## src/rtl/core/atl_pkg.sv

```systemverilog
// Shared constants and types for the ADC temperature linearizer core.
// Holds the breakpoint table, field widths and range status codes.
// No dependencies.
package atl_pkg;

  localparam int SAMPLE_W        = 10;
  localparam int TEMP_W          = 12;
  localparam int STATUS_W        = 2;
  localparam int TABLE_CAP       = 32;
  localparam int TIDX_W          = 5;
  localparam int FRAC_BITS_DEF   = 5;
  localparam int BREAKPOINTS_DEF = 13;
  localparam int BASE_DEG        = -25;
  localparam int STEP_DEG        = 5;

  typedef logic [SAMPLE_W-1:0] sample_t;
  typedef logic [STATUS_W-1:0] status_t;

  localparam status_t RANGE_IN   = 2'd0;
  localparam status_t RANGE_LOW  = 2'd1;
  localparam status_t RANGE_HIGH = 2'd2;

  // Rising breakpoint table, padded past the thirteenth entry with full scale.
  localparam sample_t BP_TABLE [TABLE_CAP] = '{
    10'd75,   10'd100,  10'd131,  10'd169,  10'd214,  10'd265,  10'd322,
    10'd384,  10'd447,  10'd512,  10'd574,  10'd633,  10'd687,
    10'd1023, 10'd1023, 10'd1023, 10'd1023, 10'd1023, 10'd1023, 10'd1023,
    10'd1023, 10'd1023, 10'd1023, 10'd1023, 10'd1023, 10'd1023, 10'd1023,
    10'd1023, 10'd1023, 10'd1023, 10'd1023, 10'd1023
  };

endpackage

```

## src/rtl/core/adc_temperature_linearizer_core.sv

```systemverilog
// Top level of the ADC temperature linearizer: pipelined table search,
// interpolation setup and a restoring divider, one quotient bit per stage.
// Depends on atl_pkg.

// Usage
// - Input channel: in_valid / in_stall carry one 10-bit ADC sample per beat.
//   A beat is taken at a rising edge with in_valid high and in_stall low.
// - Output channel: out_valid / out_stall carry the temperature in degrees
//   Celsius times 2^FRAC_BITS (12-bit two's complement, wrapped to 12 bits)
//   and a range status: in table, saturated low at -25 C, saturated high at
//   the last breakpoint's temperature.
// - Path: the beat's own edge loads the input register, then table search,
//   interpolation setup, FRAC_BITS+3 divider stages and output register.
// - Throughput: one beat per cycle while not stalled; every stage is
//   registered and carries its own valid bit, so the divider chain is the
//   depth, not the rate.
// - Stall: the whole pipeline holds while the output register is full and
//   out_stall is high; in_stall follows that condition, so no beat is lost or
//   repeated and the waiting result keeps its value.
// - Reset: rst_n (synchronous, active low) clears all valid bits; data
//   registers are left as they are. No configuration, no stored state.
module adc_temperature_linearizer_core #(
  parameter int FRAC_BITS   = atl_pkg::FRAC_BITS_DEF,
  parameter int BREAKPOINTS = atl_pkg::BREAKPOINTS_DEF
) (
  input  logic                                clk,
  input  logic                                rst_n,
  input  logic                                in_valid,
  output logic                                in_stall,
  input  atl_pkg::sample_t                    in_adc_sample,
  output logic                                out_valid,
  input  logic                                out_stall,
  output logic signed [atl_pkg::TEMP_W-1:0]   out_temperature_q5,
  output atl_pkg::status_t                    out_range_status
);
  import atl_pkg::*;

  // Table size in use, clamped to between 2 and the table capacity
  localparam int N_BP  = (BREAKPOINTS < 2) ? 2 :
                         ((BREAKPOINTS > TABLE_CAP) ? TABLE_CAP : BREAKPOINTS);
  localparam int KW    = $clog2(TABLE_CAP + 1);
  // Quotient bits: the fraction never exceeds STEP_DEG << FRAC_BITS
  localparam int QW    = FRAC_BITS + 3;
  // Numerator: sample difference times the step scale
  localparam int NW    = SAMPLE_W + QW;
  // Whole degrees fit in 9 signed bits (up to 130 C)
  localparam int DW    = 9;
  localparam int TW    = DW + FRAC_BITS;
  localparam int XW    = (TW > TEMP_W) ? TW : TEMP_W;
  localparam logic [NW-1:0] SCALE = NW'(STEP_DEG << FRAC_BITS);

  // Pipeline advances unless a finished result waits on a stalled receiver
  logic advance;
  assign advance  = !(out_valid && out_stall);
  assign in_stall = !advance;

  // Stage 1: input register
  logic    s1_valid_r;
  sample_t s1_sample_r;

  // Stage 2: search result
  logic          s2_valid_r;
  sample_t       s2_sample_r;
  logic [KW-1:0] s2_k_r;
  logic [KW-1:0] s2_k_nxt;

  // First breakpoint not below the sample; N_BP when the sample is above all
  always_comb begin
    s2_k_nxt = KW'(N_BP);
    for (int j = N_BP - 1; j >= 0; j--) begin
      if (s1_sample_r <= BP_TABLE[j]) begin
        s2_k_nxt = KW'(j);
      end
    end
  end

  // Divider chain: index 0 is the setup stage, index QW the last bit
  logic [QW:0]           dv_valid_r;
  logic [NW-1:0]         dv_rem_r    [QW+1];
  logic [SAMPLE_W-1:0]   dv_span_r   [QW+1];
  logic [QW-1:0]         dv_quo_r    [QW+1];
  logic signed [TW-1:0]  dv_base_r   [QW+1];
  status_t               dv_status_r [QW+1];

  // Stage 3: interpolation setup
  logic [TIDX_W-1:0]    st_idx;
  logic [TIDX_W-1:0]    st_lo_idx;
  sample_t              st_lo;
  sample_t              st_hi;
  logic [SAMPLE_W-1:0]  st_span;
  logic [SAMPLE_W-1:0]  st_diff;
  logic signed [DW-1:0] st_deg;
  logic [NW-1:0]        dv_rem_nxt0;
  logic [SAMPLE_W-1:0]  dv_span_nxt0;
  logic signed [TW-1:0] dv_base_nxt0;
  status_t              dv_status_nxt0;

  always_comb begin
    st_lo_idx      = s2_k_r[TIDX_W-1:0] - 1'b1;
    st_lo          = BP_TABLE[st_lo_idx];
    st_hi          = BP_TABLE[s2_k_r[TIDX_W-1:0]];
    st_span        = st_hi - st_lo;
    st_diff        = s2_sample_r - st_lo;
    st_idx         = st_lo_idx;
    dv_rem_nxt0    = '0;
    dv_span_nxt0   = SAMPLE_W'(1);
    dv_status_nxt0 = RANGE_IN;
    priority if (s2_k_r >= KW'(N_BP)) begin
      // Above the last breakpoint: saturate to its temperature
      st_idx         = TIDX_W'(N_BP - 1);
      dv_status_nxt0 = RANGE_HIGH;
    end else if (s2_k_r == '0) begin
      st_idx         = '0;
      dv_status_nxt0 = (s2_sample_r < BP_TABLE[0]) ? RANGE_LOW : RANGE_IN;
    end else if (st_span != '0) begin
      dv_rem_nxt0  = NW'(st_diff) * SCALE;
      dv_span_nxt0 = st_span;
    end else begin
      // Zero span: keep a zero fraction
      dv_rem_nxt0 = '0;
    end
    st_deg       = DW'(BASE_DEG + STEP_DEG * int'(st_idx));
    dv_base_nxt0 = {st_deg, {FRAC_BITS{1'b0}}};
  end

  // Restoring division, one quotient bit per stage, MSB first
  logic [NW:0]   dv_trial   [QW];
  logic [NW-1:0] dv_rem_nxt [QW];
  logic [QW-1:0] dv_quo_nxt [QW];

  always_comb begin
    for (int d = 0; d < QW; d++) begin
      dv_trial[d] = {1'b0, dv_rem_r[d]} - ({1'b0, NW'(dv_span_r[d])} << (QW - 1 - d));
      if (!dv_trial[d][NW]) begin
        dv_rem_nxt[d] = dv_trial[d][NW-1:0];
        dv_quo_nxt[d] = dv_quo_r[d] | (QW'(1) << (QW - 1 - d));
      end else begin
        dv_rem_nxt[d] = dv_rem_r[d];
        dv_quo_nxt[d] = dv_quo_r[d];
      end
    end
  end

  // Output stage: base plus fraction, wrapped to the port width
  logic signed [TW-1:0]     out_sum;
  logic signed [XW-1:0]     out_ext;
  logic                     out_valid_r;
  logic [TEMP_W-1:0]        out_temp_r;
  status_t                  out_status_r;

  assign out_sum = dv_base_r[QW] + $signed(TW'(dv_quo_r[QW]));
  assign out_ext = XW'(out_sum);

  // Valid bits: cleared by reset, advance with the data
  always_ff @(posedge clk) begin
    if (!rst_n) begin
      s1_valid_r  <= 1'b0;
      s2_valid_r  <= 1'b0;
      dv_valid_r  <= '0;
      out_valid_r <= 1'b0;
    end else if (advance) begin
      s1_valid_r  <= in_valid;
      s2_valid_r  <= s1_valid_r;
      dv_valid_r  <= {dv_valid_r[QW-1:0], s2_valid_r};
      out_valid_r <= dv_valid_r[QW];
    end
  end

  // Data registers: no reset, hold on stall
  always_ff @(posedge clk) begin
    if (advance) begin
      s1_sample_r    <= in_adc_sample;
      s2_sample_r    <= s1_sample_r;
      s2_k_r         <= s2_k_nxt;
      dv_rem_r[0]    <= dv_rem_nxt0;
      dv_span_r[0]   <= dv_span_nxt0;
      dv_quo_r[0]    <= '0;
      dv_base_r[0]   <= dv_base_nxt0;
      dv_status_r[0] <= dv_status_nxt0;
      for (int d = 0; d < QW; d++) begin
        dv_rem_r[d+1]    <= dv_rem_nxt[d];
        dv_span_r[d+1]   <= dv_span_r[d];
        dv_quo_r[d+1]    <= dv_quo_nxt[d];
        dv_base_r[d+1]   <= dv_base_r[d];
        dv_status_r[d+1] <= dv_status_r[d];
      end
      out_temp_r   <= out_ext[TEMP_W-1:0];
      out_status_r <= dv_status_r[QW];
    end
  end

  assign out_valid          = out_valid_r;
  assign out_temperature_q5 = out_temp_r;
  assign out_range_status   = out_status_r;

  // Checks
  localparam logic signed [XW-1:0] TEMP_LO_X =
    XW'(BASE_DEG * (1 << FRAC_BITS));
  localparam logic signed [XW-1:0] TEMP_HI_X =
    XW'((BASE_DEG + STEP_DEG * (N_BP - 1)) * (1 << FRAC_BITS));

  a_sat_high: assert property (@(posedge clk) disable iff (!rst_n)
    (out_valid_r && out_status_r == RANGE_HIGH) |-> out_temp_r == TEMP_HI_X[TEMP_W-1:0])
    else $error("high saturation gives wrong temperature");

  a_sat_low: assert property (@(posedge clk) disable iff (!rst_n)
    (out_valid_r && out_status_r == RANGE_LOW) |-> out_temp_r == TEMP_LO_X[TEMP_W-1:0])
    else $error("low saturation gives wrong temperature");

  a_frac_bound: assert property (@(posedge clk) disable iff (!rst_n)
    dv_valid_r[QW] |-> (NW'(dv_quo_r[QW]) <= SCALE))
    else $error("interpolation fraction exceeds one step");

  a_hold_stage1: assert property (@(posedge clk) disable iff (!rst_n)
    (s1_valid_r && !advance) |=> (s1_valid_r && $stable(s1_sample_r)))
    else $error("input stage changed during stall");

endmodule
```

## config.mk

```make
export PLATFORM = sky130hd
export DESIGN_NAME = adc_temperature_linearizer_core
export DESIGN_NICKNAME = d
export VERILOG_FILES = /design/src/rtl/core/atl_pkg.sv /design/src/rtl/core/adc_temperature_linearizer_core.sv
export SDC_FILE = /design/constraint.sdc
export NUM_CORES = 1
export LEC_CHECK = 0
export ABC_AREA = 1
export BUFFER_PORTS_ARGS = -buffer_cell sky130_fd_sc_hd__buf_2
export CAP_MARGIN = 30
export CORE_ASPECT_RATIO = 0.5
export CORE_UTILIZATION = 30
export DETAILED_ROUTE_END_ITERATION = 8
export SLEW_MARGIN = 5
export SYNTH_ARGS = -nofsm -noshare
export SYNTH_HDL_FRONTEND = slang
export SYNTH_SLANG_ARGS = --single-unit
```

## constraint.sdc

```tcl
create_clock -name clk -period 29.8 [get_ports clk]
set_clock_uncertainty 0.2 [all_clocks]
set_input_delay 2.98 -clock clk [delete_from_list [all_inputs] [get_ports clk]]
set_output_delay 2.98 -clock clk [all_outputs]
set_load 0.02 [all_outputs]
```

### Yosys cells after proc, flatten, opt, wreduce, memory -nomap -nowiden

Memory sizes are Yosys's and may differ from the RTL's. A register that Yosys moved wholly into a read port is not among the register bits.
Cells that the tools add are included.
Widths: inputs -> output; s select.

* $add $sub $neg: 13
* multiply operators: 2
* divide/modulo/power cells: 0
* order comparisons: 17
* eq/ne operators: 0
* shifts and indexed selects: 0
* multiplexer cells: 44
* bitwise operators: 2
* reduce and logical (&&, ||, !) cells: 8

Operator list (number)
* $mux 18: 11
* $mux 10: 7
* $le 10x10->1 const B: 4
* $le 10x9->1 const B: 4
* $le 10x8->1 const B: 3
* $mux 3: 9
* $le 10x7->1 const B: 2
* $sub 10x10->10: 2
* $sub 18x10->19: 1
* $sub 18x11->19: 1
* $sub 18x12->19: 1
* $sub 18x13->19: 1
* $sub 18x14->19: 1
* $sub 18x15->19: 1
* $sub 18x16->19: 1
* $sub 18x17->19: 1
* $mux 5: 3
* $mul 10x3->13 const B: 1
* $add 12x9->12: 1
* $ge 6x6->1 const B: 2
* $not 5->6: 2
* $reduce_or 12->1: 1
* $lt 10x7->1 const B: 1
* $reduce_bool 10->1: 1
* 16 further kinds: 24

* register bits after elaboration: 50
* bits in latches: 0
* memory bits (writable): 468
* ROM bits: 640
* bits of input ports: 14
* output and inout port bits: 16
* word-level logic and storage cells: 105
* memories kept: 7

Memory list
* (no name shown): words 32, width 10, rd ports 1, clocked after memory_dff 0, write ports 0, RTL line adc_temperature_linearizer_core.sv:101 `st_hi = BP_TABLE[s2_k_r[TIDX_W-1:0]];`
* (no name shown): words 32, width 10, rd ports 1, clocked after memory_dff 0, write ports 0, RTL line adc_temperature_linearizer_core.sv:100 `st_lo = BP_TABLE[st_lo_idx];`
* dv_rem_r: words 9, width 18, rd ports 8, clocked after memory_dff 0, write ports 9, RTL line adc_temperature_linearizer_core.sv:79 `logic [NW-1:0] dv_rem_r [QW+1];`
* dv_base_r: words 9, width 14, rd ports 9, clocked after memory_dff 0, write ports 9, RTL line adc_temperature_linearizer_core.sv:82 `logic signed [TW-1:0] dv_base_r [QW+1];`
* dv_span_r: words 9, width 10, rd ports 8, clocked after memory_dff 0, write ports 9, RTL line adc_temperature_linearizer_core.sv:80 `logic [SAMPLE_W-1:0] dv_span_r [QW+1];`
* dv_quo_r: words 9, width 8, rd ports 9, clocked after memory_dff 0, write ports 9, RTL line adc_temperature_linearizer_core.sv:81 `logic [QW-1:0] dv_quo_r [QW+1];`
* +1 memories

### Logic depth before layout (Yosys ltp)

* word-level depth: 13
* mapped depth: 32
* gate-level depth less buffers: 31

### Worst setup path after synthesis

Ideal clock, no wire load.

* kind: input -> register
* start: input port out_stall
* end: register out_valid_r, in the netlist out_valid
* library setup time: 0.632 ns
* arrival: 13.163 ns
* data required time: 28.968 ns
* setup slack: 15.805 ns
* stages on the path: 3
* buffers on the path: 1
* cell sequence: nand2_1 clkbuf_1 a21boi_0

* cells in the longest elaborated chain, start to end: 1

RTL lines
* start, declared: RTL line adc_temperature_linearizer_core.sv:32 `input logic out_stall,`
* $logic_and 1x1->1: RTL line adc_temperature_linearizer_core.sv:54 `assign advance = !(out_valid && out_stall);`
* end signal, assigned: RTL line adc_temperature_linearizer_core.sv:165 `out_valid_r <= dv_valid_r[QW];`
* end, declared: RTL line adc_temperature_linearizer_core.sv:147 `logic out_valid_r;`

No other way between the ends.
A chain may end at the register's enable or synchronous reset.

### Final worst setup path

* start: input port out_stall
* end: output port in_stall

* cells in the longest elaborated chain, start to end: 1

RTL lines
* $logic_and 1x1->1: RTL line adc_temperature_linearizer_core.sv:54
* end, declared: RTL line adc_temperature_linearizer_core.sv:29 `output logic in_stall,`

No other way between the ends.

==> run metrics <==
outcome finished clean; Routed WL 29.7 mm; Core ar. 61400 um^2; syn nets 1910; Critical Path Start Type input pin; Worst setup startpoint out_stall; Die H 179 um; maxcap violations 0; Worst EP arrival 4540 ps; die area 63500 um^2; max-slew violations 0; Max stage delay cell, worst path buf_12; # diodes 0; drt first pass iters 5; max incr delay on CP 600 ps; routed vias 11657; Synth Instances 1762; crit path time final 7720 ps; CTS sink count 361; Post-route DRC 0; fill count 6037; hold path cells 0; GR Overflow Total 0; Multi-input gate area approximately 6900 um^2; HP Class flop to flop; critical path's top delay family buffers and inverters; post-synthesis sequential area ratio between 50 and 60%; initial DRC count ~600; Netlist cell types 61; initial core utilization a little under a third; Crit Path Class input pin to primary output; crit-path cells buf_2 -> nand2_4 -> buf_12 -> inv_1 -> buf_2; synth warn 0; Fmax 130 MHz; CTS H-Tree Depth 2; CTS tree yes; vias in the first global route 11412; critical path required time 26620 ps; worst hold start dv_quo_r[0][39]; RSZ-0062 raised after global routing false; VDD IR max about 0.04 mV; Reg2Reg Setup Slack 23930 ps; critical path capture point type primary output; Hold Vio Cnt, Final 0; PortBufs 29; DR WL/cell 11.1 um; pin count of the biggest net entering global routing 205; Die X 355 um; FF+latch count, synth 361; Clock Latency Late Sink 540 ps; P_leak 8.90 nW; GP Congestion 0.828; Rel. slew slack 27.3%; DR vias/cell 4.37; Design Area, Final 21100 um^2; Area Growth Syn to Fin 12.7%; synth top area cells edfxtp_1 (56%), ha_1 (8.3%), nand2_1 (5.7%), inv_1 (5.2%), o21ai_0 (2.7%); Post-CTS Setup Inserts 0; post-placement cell area 19900 um^2; hpwl dp between 20 and 25 mm; final core utilization 34.4%; worst reg2reg path depth 28; NumNets Final 1965; hold_buf cts 0; Reg-to-Reg End dv_rem_r[0][15]; share of cells above drive strength 1 9.43%; Async SR Flop Fraction 0%; clk buf depth 3; first-pass GRT wire length 51.1 mm; setup TNS 0 ps; cell mode on critical path buf_2; Yosys top cell by area edfxtp_1; commonest non-fill, non-tap cell in the layout edfxtp_1; clk root buf clkbuf_16; predominant post-synthesis flop cell edfxtp_1; WP buf/inv 4; period utilisation layout about a quarter; Critical R2R Launch s2_k_r[0]; syn avg cell area 10.6 um^2; Post-synth EDFFs between 300 and 400; initial antenna violation count 0; Worst Hold End dv_quo_r[0][47]; Register Area 10700 um^2; Clock Pin Slew Worst Setup and Hold Paths roughly 60 ps; DRT antenna net count 0; worst slew pin tran around 1100 ps; commonest non-fill, non-tap cells in the layout edfxtp_1 (349), nand2_1 (285), inv_1 (261), nor2_1 (135), ha_1 (124); # setup viols final 0; gr usage total 9.61%; Pwr Density 122 nW/um^2; top cell type's share of synthesized area between 50% and 60%; critical path peak fanout 204; row count 64; Inserted Clock Buffers 37; critical path depth 5; PostCTS Resize Cnt 0; IO Count 30; Post-Syn Area 18700 um^2
## sequential cells by signal, summed over array words and instances (netlist names)
register and cells:
dv_base_r 63, dv_quo_r 36, dv_rem_r 114, dv_span_r 80, dv_status_r 18, dv_valid_r 9, out_range_status 2, out_temperature_q5 12
out_valid 1, s1_sample_r 10, s1_valid_r 1, s2_k_r 4, s2_sample_r 10, s2_valid_r 1
## synthesized netlist by cell type (all sizes together), types with 9 or more instances
cell    instances
nor3           18
nand4          24
inv           273
dfxtp          12
nor2          153
fa             10
o21bai          9
nand2         309
ha            124
o21ai         122
nand3          72
xnor2          31
a21oi         110
xor2           51
buf            11
edfxtp        349
## logic make-up (layout without fill, tap and decap cells)
logic type / Yosys count / in the layout / share of synthesized area (%)
compound gates: 289 / 289 / 8.86
xor+xnor: 82 / 82 / 3.83
fa+ha+maj: 134 / 134 / 9.35
flops: 361 / 361 / 57.2
other cells: 1 / 1 / 0.0200
simple gates: 601 / 601 / 14.6
buf+inv: 294 / 377 / 6.12
## stage by stage
step                      std cells  hold slack [ps]  power (W)  worst slack [ps]
after global routing           2670              199    0.00281             21850
after floorplan                1762              200    0.00189             15810
after detailed placement       2602              205    0.00211             21980
after global placement         2600              201    0.00208             22020
after CTS                      2669              194    0.00259             21970
final                          2670              205    0.00257             22080
## power by group
| part | switching [W] | internal (W) |
|---|---|---|
| sequential | 0.0000981 | 0.000880 |
| combinational | 0.000652 | 0.000470 |
| clock | 0.000195 | 0.000270 |
| total | 0.000945 | 0.00162 |
## layout make-up
type                            count  share of cell area, %
Clock buffer                       40                   4.54
Clock inverter                     27                   1.26
Inverter                          275                   4.91
Multi-Input combinational cell   1107                   32.5
Sequential cell                   361                   50.8
Tap cell                          825                   4.89
Timing Repair Buffer               35                   1.06
## worst max path at each step
stage                      to  slack (ps)
floorplan           out_valid       15810
global placement     in_stall       22020
detailed placement   in_stall       21980
CTS                  in_stall       21970
global route         in_stall       21850
finish               in_stall       22080
## metal layers
| metal | global-route usage [%] | up-vias | wire [um] |
|---|---|---|---|
| met4 | 3.74 | 0 | 879 |
| met3 | 1.88 | 74 | 894 |
| met1 | 11.1 | 5299 | 13400 |
| met5 | 0 | - | 0 |
| met2 | 17.6 | 131 | 14600 |
| li1 | - | 6153 | - |
No activity file was read; power rests on OpenSTA's default activity.
